### config.mk
export PLATFORM = sky130hd
export DESIGN_NAME = packet_to_flit_transmitter_unit
export DESIGN_NICKNAME = d
export VERILOG_FILES = /design/src/rtl/core/p2f_pkg.sv /design/src/rtl/core/p2f_queue.sv /design/src/rtl/core/p2f_sender.sv /design/src/rtl/core/packet_to_flit_transmitter_unit.sv
export SDC_FILE = /design/constraint.sdc
export NUM_CORES = 1
export LEC_CHECK = 0
export BUFFER_PORTS_ARGS = -buffer_cell sky130_fd_sc_hd__buf_2
export CAP_MARGIN = 25
export CORE_UTILIZATION = 39
export DETAILED_ROUTE_END_ITERATION = 16
export PLACE_DENSITY = 0.68
export SETUP_SLACK_MARGIN = 0.15
export SYNTH_ARGS = -nofsm -noshare
export SYNTH_HDL_FRONTEND = slang
export SYNTH_SLANG_ARGS = --single-unit
export TNS_END_PERCENT = 5
### constraint.sdc
create_clock -name i_clk -period 12.95 [get_ports i_clk]
set_input_delay 2.59 -clock i_clk [delete_from_list [all_inputs] [get_ports i_clk]]
set_output_delay 2.59 -clock i_clk [all_outputs]
set_load 0.01 [all_outputs]
### src/rtl/core/p2f_pkg.sv
`timescale 1ns / 1ps
// ----------------------------------------------------------------------------
// p2f_pkg
// Shared types and constants for the packet-to-flit transmitter.
// ----------------------------------------------------------------------------
package p2f_pkg;

    localparam int NODE_W   = 6;
    localparam int TIME_W   = 32;
    localparam int LEN_W    = 7;
    localparam int SEQ_W    = 6;
    localparam int KIND_W   = 2;
    localparam int MAX_FLITS = 64;

    // configuration register indexes
    localparam logic REG_NODE_ID = 1'b0;

    typedef enum logic [KIND_W-1:0] {
        KIND_HEAD = 2'd0,
        KIND_BODY = 2'd1,
        KIND_TAIL = 2'd2
    } t_kind;

    typedef struct packed {
        logic [NODE_W-1:0] dest;
        logic [TIME_W-1:0] pkt_time;
        logic [LEN_W-1:0]  length;
    } t_entry;

    // head of queue as seen by the sender, push already applied
    typedef struct packed {
        logic   avail;
        t_entry entry;
    } t_head;

    typedef struct packed {
        logic              valid;
        logic [NODE_W-1:0] source;
        logic [NODE_W-1:0] dest;
        logic [TIME_W-1:0] pkt_time;
        logic [SEQ_W-1:0]  seq;
        t_kind             kind;
    } t_flit;

endpackage

### src/rtl/core/p2f_queue.sv
`timescale 1ns / 1ps
// ----------------------------------------------------------------------------
// p2f_queue
// Bounded packet FIFO with same-beat bypass of a push into an empty queue.
// ----------------------------------------------------------------------------
module p2f_queue import p2f_pkg::*; #(
    parameter int QUEUE_DEPTH = 8
) (
    input  logic   i_clk,
    input  logic   i_rst_n,
    input  logic   i_step,
    input  logic   i_inject,
    input  t_entry i_entry,
    input  logic   i_pop,
    output t_head  o_head,
    output logic   o_dropped
);

    localparam int PTR_W = (QUEUE_DEPTH > 1) ? $clog2(QUEUE_DEPTH) : 1;
    localparam int CNT_W = $clog2(QUEUE_DEPTH + 1);
    localparam logic [PTR_W-1:0] LAST_PTR = PTR_W'(QUEUE_DEPTH - 1);
    localparam logic [CNT_W-1:0] FULL_CNT = CNT_W'(QUEUE_DEPTH);

    t_entry           r_mem [QUEUE_DEPTH];
    t_entry           r_head_entry;
    logic [PTR_W-1:0] r_rp, n_rp;
    logic [PTR_W-1:0] r_wp, n_wp;
    logic [CNT_W-1:0] r_cnt, n_cnt;

    logic   push;
    t_entry wr_entry;

    always_comb begin
        wr_entry = i_entry;
        if (i_entry.length == '0) begin
            wr_entry.length = LEN_W'(1);
        end else if (i_entry.length > LEN_W'(MAX_FLITS)) begin
            wr_entry.length = LEN_W'(MAX_FLITS);
        end
    end

    assign push      = i_inject && (r_cnt < FULL_CNT);
    assign o_dropped = i_inject && (r_cnt >= FULL_CNT);

    // empty queue: the packet pushed this beat is the head
    always_comb begin
        o_head.avail = (r_cnt != '0) || push;
        o_head.entry = (r_cnt == '0) ? wr_entry : r_head_entry;
    end

    always_comb begin
        n_wp  = r_wp;
        n_rp  = r_rp;
        n_cnt = r_cnt;
        if (i_step) begin
            if (push) begin
                n_wp = (r_wp == LAST_PTR) ? '0 : r_wp + PTR_W'(1);
            end
            if (i_pop) begin
                n_rp = (r_rp == LAST_PTR) ? '0 : r_rp + PTR_W'(1);
            end
            n_cnt = r_cnt + CNT_W'(push) - CNT_W'(i_pop);
        end
    end

    always_ff @(posedge i_clk) begin
        if (!i_rst_n) begin
            r_wp  <= '0;
            r_rp  <= '0;
            r_cnt <= '0;
        end else begin
            r_wp  <= n_wp;
            r_rp  <= n_rp;
            r_cnt <= n_cnt;
        end
    end

    always_ff @(posedge i_clk) begin
        if (i_step && push) begin
            r_mem[r_wp] <= wr_entry;
        end
    end

    // head entry for the next beat; a push landing on the new read slot bypasses the array
    always_ff @(posedge i_clk) begin
        if (i_step) begin
            if (push && (n_rp == r_wp)) begin
                r_head_entry <= wr_entry;
            end else begin
                r_head_entry <= r_mem[n_rp];
            end
        end
    end

endmodule

### src/rtl/core/p2f_sender.sv
`timescale 1ns / 1ps
// ----------------------------------------------------------------------------
// p2f_sender
// Flit segmentation and alternating-bit request level.
// ----------------------------------------------------------------------------
module p2f_sender import p2f_pkg::*; (
    input  logic              i_clk,
    input  logic              i_rst_n,
    input  logic              i_step,
    input  logic              i_ack_level,
    input  logic [NODE_W-1:0] i_node_id,
    input  t_head             i_head,
    output logic              o_pop,
    output logic              o_level,
    output t_flit             o_flit
);

    logic [LEN_W-1:0] r_fr, n_fr;
    logic             r_tx, n_tx;

    logic             send;
    logic [LEN_W-1:0] len;
    logic [LEN_W-1:0] fr_eff;
    logic [LEN_W-1:0] fr_dec;

    assign send   = (i_ack_level == r_tx) && i_head.avail;
    assign len    = (i_head.entry.length == '0) ? LEN_W'(1) : i_head.entry.length;
    // zero count means the head packet has not started
    assign fr_eff = ((r_fr == '0) || (r_fr > len)) ? len : r_fr;
    assign fr_dec = fr_eff - LEN_W'(1);

    assign o_pop = send && (fr_dec == '0);

    always_comb begin
        o_flit = '0;
        if (send) begin
            o_flit.valid    = 1'b1;
            o_flit.source   = i_node_id;
            o_flit.dest     = i_head.entry.dest;
            o_flit.pkt_time = i_head.entry.pkt_time;
            o_flit.seq      = SEQ_W'(len - fr_eff);
            if (fr_eff == len) begin
                o_flit.kind = KIND_HEAD;
            end else if (fr_eff == LEN_W'(1)) begin
                o_flit.kind = KIND_TAIL;
            end else begin
                o_flit.kind = KIND_BODY;
            end
        end
    end

    always_comb begin
        n_fr = r_fr;
        n_tx = r_tx;
        if (i_step && send) begin
            n_fr = fr_dec;
            n_tx = ~r_tx;
        end
    end

    assign o_level = send ? ~r_tx : r_tx;

    always_ff @(posedge i_clk) begin
        if (!i_rst_n) begin
            r_fr <= '0;
            r_tx <= 1'b0;
        end else begin
            r_fr <= n_fr;
            r_tx <= n_tx;
        end
    end

endmodule

### src/rtl/core/packet_to_flit_transmitter_unit.sv
`timescale 1ns / 1ps
// ----------------------------------------------------------------------------
// packet_to_flit_transmitter_unit
// Transmit side of a NoC node interface: queues packets, sends at most one flit per
// tick under an alternating-bit request/acknowledge scheme.
// ----------------------------------------------------------------------------
//  channel   handshake                  payload
//  ------    -------------------------  -------------------------------------
//  input     i_in_valid / o_in_stall    inject, dest, time, length, ack level
//  output    o_out_valid / i_out_stall  flit fields, request level, dropped
//  config    APB psel/penable/pwrite    node_id at byte address 0
//
//  One beat per cycle sustained while the output is not stalled; each beat
//  goes through the input register, then queue/segmentation logic into the
//  result register.
//  Synchronous active-low reset clears pointers, counts, level and valids.
//  Output stall holds the result register and backs up through the input
//  register, so no beat is lost while stalled.
// ----------------------------------------------------------------------------
module packet_to_flit_transmitter_unit import p2f_pkg::*; #(
    parameter int QUEUE_DEPTH = 8
) (
    input  logic              i_clk,
    input  logic              i_rst_n,

    input  logic              psel,
    input  logic              penable,
    input  logic              pwrite,
    input  logic [2:0]        paddr,
    input  logic [31:0]       pwdata,
    output logic [31:0]       prdata,
    output logic              pready,

    input  logic              i_in_valid,
    output logic              o_in_stall,
    input  logic              i_inject,
    input  logic [NODE_W-1:0] i_dest_node,
    input  logic [TIME_W-1:0] i_packet_time,
    input  logic [LEN_W-1:0]  i_packet_length,
    input  logic              i_ack_level,

    output logic              o_out_valid,
    input  logic              i_out_stall,
    output logic              o_flit_valid,
    output logic [NODE_W-1:0] o_flit_source,
    output logic [NODE_W-1:0] o_flit_dest,
    output logic [TIME_W-1:0] o_flit_time,
    output logic [SEQ_W-1:0]  o_flit_seq,
    output logic [KIND_W-1:0] o_flit_kind,
    output logic              o_request_level,
    output logic              o_dropped
);

    logic [NODE_W-1:0] r_node_id;

    logic   r_in_valid;
    logic   r_inject;
    logic   r_ack;
    t_entry r_in_entry;

    logic  r_out_valid;
    t_flit r_flit;
    logic  r_level;
    logic  r_dropped;

    logic  step;
    logic  in_take;
    t_head head;
    logic  pop;
    logic  level;
    logic  dropped;
    t_flit flit;

    // configuration
    assign pready = 1'b1;
    assign prdata = (paddr[2] == REG_NODE_ID) ? {{(32-NODE_W){1'b0}}, r_node_id} : '0;

    always_ff @(posedge i_clk) begin
        if (!i_rst_n) begin
            r_node_id <= '0;
        end else if (psel && penable && pwrite && paddr[2] == REG_NODE_ID) begin
            r_node_id <= pwdata[NODE_W-1:0];
        end
    end

    // beat moves from input register into result register
    assign step       = r_in_valid && (!r_out_valid || !i_out_stall);
    assign o_in_stall = r_in_valid && !step;
    assign in_take    = i_in_valid && !o_in_stall;

    always_ff @(posedge i_clk) begin
        if (!i_rst_n) begin
            r_in_valid <= 1'b0;
        end else if (in_take) begin
            r_in_valid <= 1'b1;
        end else if (step) begin
            r_in_valid <= 1'b0;
        end
    end

    always_ff @(posedge i_clk) begin
        if (in_take) begin
            r_inject            <= i_inject;
            r_ack               <= i_ack_level;
            r_in_entry.dest     <= i_dest_node;
            r_in_entry.pkt_time <= i_packet_time;
            r_in_entry.length   <= i_packet_length;
        end
    end

    p2f_queue #(
        .QUEUE_DEPTH (QUEUE_DEPTH)
    ) u_queue (
        .i_clk     (i_clk),
        .i_rst_n   (i_rst_n),
        .i_step    (step),
        .i_inject  (r_inject),
        .i_entry   (r_in_entry),
        .i_pop     (pop),
        .o_head    (head),
        .o_dropped (dropped)
    );

    p2f_sender u_sender (
        .i_clk       (i_clk),
        .i_rst_n     (i_rst_n),
        .i_step      (step),
        .i_ack_level (r_ack),
        .i_node_id   (r_node_id),
        .i_head      (head),
        .o_pop       (pop),
        .o_level     (level),
        .o_flit      (flit)
    );

    always_ff @(posedge i_clk) begin
        if (!i_rst_n) begin
            r_out_valid <= 1'b0;
        end else if (step) begin
            r_out_valid <= 1'b1;
        end else if (!i_out_stall) begin
            r_out_valid <= 1'b0;
        end
    end

    always_ff @(posedge i_clk) begin
        if (step) begin
            r_flit    <= flit;
            r_level   <= level;
            r_dropped <= dropped;
        end
    end

    assign o_out_valid     = r_out_valid;
    assign o_flit_valid    = r_flit.valid;
    assign o_flit_source   = r_flit.source;
    assign o_flit_dest     = r_flit.dest;
    assign o_flit_time     = r_flit.pkt_time;
    assign o_flit_seq      = r_flit.seq;
    assign o_flit_kind     = r_flit.kind;
    assign o_request_level = r_level;
    assign o_dropped       = r_dropped;

endmodule

; Word level (Yosys, flattened, before mapping)
; Memories as Yosys holds them, arrays and structs flattened. A register that Yosys moved wholly into a read port is not among the register bits.
; Index checks and enable logic that the tools add are counted.
[classes]
magnitude_cmp = 4
n_bitwise = 3
n_mux = 20
addsub = 6
reduce_logical = 28
eq_ne = 6
[ops]
columns = op, n
row1 = 2-to-1 mux 53 bit, 1
row2 = 2-to-1 mux 45 bit, 1
row3 = logical NOT 7 bit, 4
row4 = 2-to-1 mux 7 bit, 4
row5 = logical AND 1 bit, 12
row6 = 2-to-1 mux 3 bit, 4
row7 = equality test 7 x 1 -> 1 bit (second input constant), 1
row8 = equality test 7 bit, 1
row9 = > comparator 7 bit, 1
row10 = > comparator 7 bit (second input constant), 1
row11 = 2-to-1 mux 1 bit, 7
row12 = subtractor 7 x 1 -> 7 bit (second input constant), 1
row13 = adder 3 x 1 -> 3 bit (second input constant), 2
row14 = equality test 3 bit (second input constant), 2
row15 = 2-to-1 mux 6 bit, 1
row16 = subtractor 6 bit, 1
row17 = adder 4 x 1 -> 4 bit, 1
row18 = >= comparator 4 bit (second input constant), 1
row19 = logical NOT 1 bit, 4
row20 = logical NOT 4 bit, 1
row21 = < comparator 4 bit (second input constant), 1
row22 = 2-to-1 mux 2 bit, 2
row23 = nonzero test 4 bit, 1
row24 = subtractor 4 x 1 -> 4 bit, 1
row25 = other kinds (7), 11
[word_totals]
register_bits = 128
out_inout_bits = 90
wordCells = 89
ramBits = 360
mem_count = 1
input_bits = 89
[mem_list]
columns = name, words, word_bits, rd, rd_clocked_by_memory_dff, wr, line
row1 = u_queue.r_mem, 8, 45, 1, 1, 1, p2f_queue.sv:24  ; t_entry r_mem [QUEUE_DEPTH];

; Logic depth before layout (Yosys ltp)
[depth]
depth_word = 14
depth_mapped = 31
mapped_depth_nobuf = 28

; Hierarchy
; Synthesis repeated with hierarchy kept, for this count alone.
[hier_totals]
cells_unflattened = 1658
area_unflattened_um2 = 21976.1
[modules_own_cells]
columns = module, n_inst, area_per_inst_um2, cells_each, seq_area_each_um2
row1 = p2f_queue, 1, 16788.6, 1269, 12361.9
row2 = packet_to_flit_transmitter_unit, 1, 3656.0, 172, 3223.1
row3 = p2f_sender, 1, 1531.5, 217, 160.2

; Least setup slack after synthesis
; OpenSTA, ideal clock, no wires.
[synth_path]
kind = in2reg
startpoint = in i_out_stall
endpoint = mem u_queue.r_mem[1][0] in the netlist's numbering, enable pin
t_arrival_ns = 9.586
slack_ns = 2.861
n_path_buf = 1
required_time_ns = 12.447
setup_ns = 0.503
stages = 4
path_cell_list = a21boi_0 clkbuf_1 nand3_1 nor3_1
[synth_via]
elab_chain_len = 6
[synth_rtl]
columns = item, line
row1 = from (decl), packet_to_flit_transmitter_unit.sv:43  ; input logic i_out_stall,
row2 = logical NOT 1 bit, --
row3 = logical OR 1 bit, packet_to_flit_transmitter_unit.sv:87  ; assign step = r_in_valid && (!r_out_valid || !i_out_stall);
row4 = logical AND 1 bit, packet_to_flit_transmitter_unit.sv:87
row5 = via step, packet_to_flit_transmitter_unit.sv:66  ; logic step;
row6 = logical AND 1 bit, p2f_queue.sv:79  ; if (i_step && push) begin
row7 = 2-to-1 mux 1 bit, p2f_queue.sv:79
row8 = 2-to-1 mux 1 bit (implied by the code), p2f_queue.sv:80  ; r_mem[r_wp] <= wr_entry;
row9 = to (decl), p2f_queue.sv:24
; The timed path passes the listed nets, and every way through them passes these cells.

; Final worst setup path
[layout_path]
startpoint = reg u_queue.r_cnt[2]
endpoint = reg, netlist name u_queue.r_head_entry[31]
[layout_via]
elab_chain_len = 12
word_cells_on_any_way = 17
classes_between = 1 x add/sub / 2 x order compare / 5 x mux / 9 x reduce/logical
[layout_rtl]
columns = item, line
row1 = from (decl), p2f_queue.sv:28  ; logic [CNT_W-1:0] r_cnt, n_cnt;
row2 = from (signal assigned), p2f_queue.sv:74  ; r_cnt <= n_cnt;
row3 = logical NOT 4 bit, p2f_queue.sv:48  ; o_head.entry = (r_cnt == '0) ? wr_entry : r_head_entry;
row4 = 2-to-1 mux 45 bit, p2f_queue.sv:48
row5 = logical NOT 7 bit, p2f_sender.sv:27  ; assign len = (i_head.entry.length == '0) ? LEN_W'(1) : i_head.entry.length;
row6 = 2-to-1 mux 7 bit, p2f_sender.sv:27
row7 = > comparator 7 bit, p2f_sender.sv:29  ; assign fr_eff = ((r_fr == '0) || (r_fr > len)) ? len : r_fr;
row8 = logical OR 1 bit, p2f_sender.sv:29
row9 = 2-to-1 mux 7 bit, p2f_sender.sv:29
row10 = subtractor 7 x 1 -> 7 bit, p2f_sender.sv:30  ; assign fr_dec = fr_eff - LEN_W'(1);
row11 = logical NOT 7 bit, p2f_sender.sv:32  ; assign o_pop = send && (fr_dec == '0);
row12 = logical AND 1 bit *, p2f_sender.sv:32
row13 = 2-to-1 mux 3 bit *, p2f_queue.sv:59  ; if (i_pop) begin
row14 = 2-to-1 mux 3 bit *, p2f_queue.sv:55  ; if (i_step) begin
; Every way passes the cells marked *; elsewhere a longest branch is shown, timed or not.
; A chain may end at the register's enable or synchronous reset.

==> impl_metrics.py <==
metrics = {
    "status": {
        "status": "finished clean",
    },
    "synth": {
        "synthDistinctLibCells": 59,
        "synth_compound_area_share_pct": 12.0,
        "synthTopCellsByArea": "edfxtp_1, o21ai_0, nand3_1",
        "avgSynthCellArea_sq_um": 13.4,
        "syn_inst": 1716,
        "yosysWarnings": 0,
        "ys_seq_area_share_pct": 68.7,
        "netlist.area_leader.share_pct": 66.4,
        "synth-main-ff-cell": "edfxtp_1",
        "yosys.area_share.simple_pct": 9.83,
        "synthMuxAreaShare_pct": 3.62,
        "ys_ff_latch": 533,
        "yosysTopAreaCell": "edfxtp_1",
        "synthXorXnorAreaFrac_pct": 0.611,
        "synth_edf_count": 507,
        "syn_area_sq_mm": 0.0229,
        "async_flop_share_pct": 0,
        "synth_top_family_by_area": "compound AO/OA/AOI/OAI gates",
        "synth_adder_area_share_pct": 1.48,
    },
    "clock_tree": {
        "cts_setup_buffers": 0,
        "cts-root-buf": "clkbuf_16",
        "postCtsHoldBufs": 0,
        "cts_tree": "built",
        "cts_max_level": 2,
        "ctsResizeCount": 0,
        "clockBufferDepth": 3,
        "clkTransAtPathRegs_ps": 60,
        "insertion_delay_ps": 610,
        "cts_sinks": 533,
        "cts_buffers": 53,
    },
    "global_route": {
        "antenna_found_initial": 1,
        "grt_max_degree": 98,
        "grt_pass1_wl_mm": 84.4,
        "grt_use_total_pct": 18.2,
        "grt_overflow_total": 0,
        "grt_pass1_vias": 14400,
    },
    "floorplan": {
        "dieArea_sq_mm": 0.0598,
        "die_x_um": 244,
        "start_util_pct": 39.6,
        "io_pins": 179,
        "die_h_um": 244,
        "core_sq_mm": 0.0579,
        "rows": 88,
    },
    "sta": {
        "slew_viol_final": 0,
        "finalSetupTns_ps": 0,
        "finClkSkew_ps": 19.4,
        "finalCritPeriodShare_pct": 66.9,
        "setup_viol": 0,
        "max_slew_margin_pct": 29.6,
        "fmax_ghz": 0.115,
        "final_hold_viol_count": 0,
        "worst_pin_slew_ps": 1060,
        "rsz0062_at_grt": "false",
        "period_minus_slack_ps": 8660,
    },
    "worst_setup_path": {
        "crit_slowest_cell": "or3b_2",
        "critPathBufInv": 5,
        "cpPeakStageDelay_ps": 760,
        "worstSetupStartpointType": "flip-flop",
        "cp_data_arrival_time_ps": 9030,
        "crit_type": "reg2reg",
        "path_max_fanout": 65,
        "worstSetupEndpointType": "flip-flop",
        "cpLargestDelayFamily": "simple AND/OR/NAND/NOR gates",
        "cp_data_required_time_ps": 13310,
    },
    "pwr": {
        "powerDensity_mw_per_mm2": 150,
        "p_total_mw": 3.90,
        "p_leak_nw": 9.05,
        "peakVddDrop_mv": 0.102,
    },
    "place": {
        "dpl_cell_area_sq_mm": 0.0242,
        "hpwlAfterDp_mm": 28.5,
        "gp_congestion": 0.868,
        "io_buffers": 123,
    },
    "routing": {
        "dr.pass1.iters": 5,
        "drc": 0,
        "drtIter0Drc": 1531,
        "final_antenna_net_count": 0,
        "avgViaCountPerCell": 5.73,
        "routed_wl_mm": 55.4,
        "vias": 14900,
        "wl_per_cell_um": 21.3,
    },
    "min_path": {
        "hold_path.class": "reg2reg",
    },
    "layout": {
        "layout_commonest_cell": "edfxtp_1",
        "n_antenna_cell": 0,
        "layout_common_cells": "edfxtp_1, o21ai_0, nand3_1",
        "area_growth_pct": 13.3,
        "nNetsFinal": 1906,
        "layout-drive-gt1-share_pct": 16.6,
        "final_cell_area_sq_mm": 0.0260,
    },
    "run": {
        "maxCapViolations": 0,
    },
}
-- logic make-up after synthesis --
logic type / count (synthesis)
flip-flops: 533
AND/OR/NAND/NOR: 461
AO/OA/AOI/OAI: 431
buffers and inverters: 184
multiplexers: 63
adder cells (fa/ha/maj): 26
XOR/XNOR: 16
other: 2
-- path summary, 6_finish.rpt --
| kind | endpoint | cells past startpoint | from | slack, ps |
|---|---|---|---|---|
| min reg2reg | u_sender.r_fr[0] | 2 | u_sender.r_fr[0] | 490 |
| min | u_sender.r_fr[0] | 2 | u_sender.r_fr[0] | 490 |
| max reg2reg | u_queue.r_head_entry[31] | 25 | u_queue.r_cnt[2] | 4290 |
| max | u_queue.r_head_entry[31] | 25 | u_queue.r_cnt[2] | 4290 |
-- layout make-up --
| type | count | area [sq um] |
|---|---|---|
| clock buffers | 62 | 1370 |
| repair buffers | 156 | 903 |
| inverters | 23 | 86.3 |
| multi-input cells | 1024 | 6570 |
| clock inverters | 36 | 358 |
| flip-flops and latches | 533 | 15700 |
| well taps | 765 | 957 |
| fillers | 5174 | 31900 |
-- worst reg2reg max path: stages, from the launching register on --
cell       delay, ps
dfxtp_1          310
inv_1            100
ha_1             190
or3b_2           760
o21ai_0          460
inv_1            160
ha_1             320
nand4_1          110
nor2_1           290
a2bb2oi_1        480
nand2_1          460
nor2_1           210
a21o_1           180
ha_1             310
inv_1            140
or3_1            380
xor2_1           160
nand4b_1         180
a211oi_1         550
nand3_4          630
buf_4            620
buf_4            490
a32oi_1          330
a22oi_1          140
and3_1           210
mux2_4           260
-- flip-flops by register name, summed over array words and instances (netlist names) --
name and count:
o_flit_seq 6, u_sender.r_fr 7, u_sender.r_tx 1, r_in_entry 45, u_queue.r_cnt 4, u_queue.r_head_entry 45
o_flit_time 32, u_queue.r_wp 3, r_ack 1, o_request_level 1, o_flit_kind 2, o_dropped 1
r_inject 1, r_in_valid 1, o_flit_source 6, o_flit_dest 6, u_queue.r_rp 3, o_flit_valid 1
u_queue.r_mem 360, r_node_id 6, o_out_valid 1
-- where the power goes --
part | leakage, nW | internal, mW | switching, mW
logic | 3.33 | 0.143 | 0.253
clock network | 0.842 | 0.877 | 0.653
registers | 4.87 | 1.94 | 0.0326
-- cells in the mapped netlist (24+ instances only) --
| cell | n |
|---|---|
| edfxtp_1 | 507 |
| mux2_4 | 38 |
| and3_1 | 54 |
| nand3_1 | 189 |
| dfxtp_1 | 26 |
| clkbuf_1 | 117 |
| o21ai_0 | 195 |
| buf_4 | 28 |
| ha_1 | 24 |
| a22oi_1 | 45 |
| nor2_1 | 60 |
| nand2_1 | 101 |
| a21oi_1 | 61 |
| a32oi_1 | 90 |
-- per-stage QoR --
stage / util [%] / instances / hold WS, ps / setup WS, ps
final: 44.9 / 2599 / 491 / 4290
after global routing: 44.9 / 2599 / 523 / 3570
after CTS: 44.8 / 2598 / 492 / 4370
after floorplan: - / 1741 / 444 / 2860
after global placement: 41.8 / 2499 / 472 / 4570
after detailed placement: 41.8 / 2500 / 484 / 4430
-- per-layer routing --
metal  wire, um  global-route usage, %
met5         17                      0
met4        999                   5.31
met3       4120                   3.04
met2      26300                   29.7
met1      24000                   25.1
Note: power is estimated with default switching activity, not from simulation.
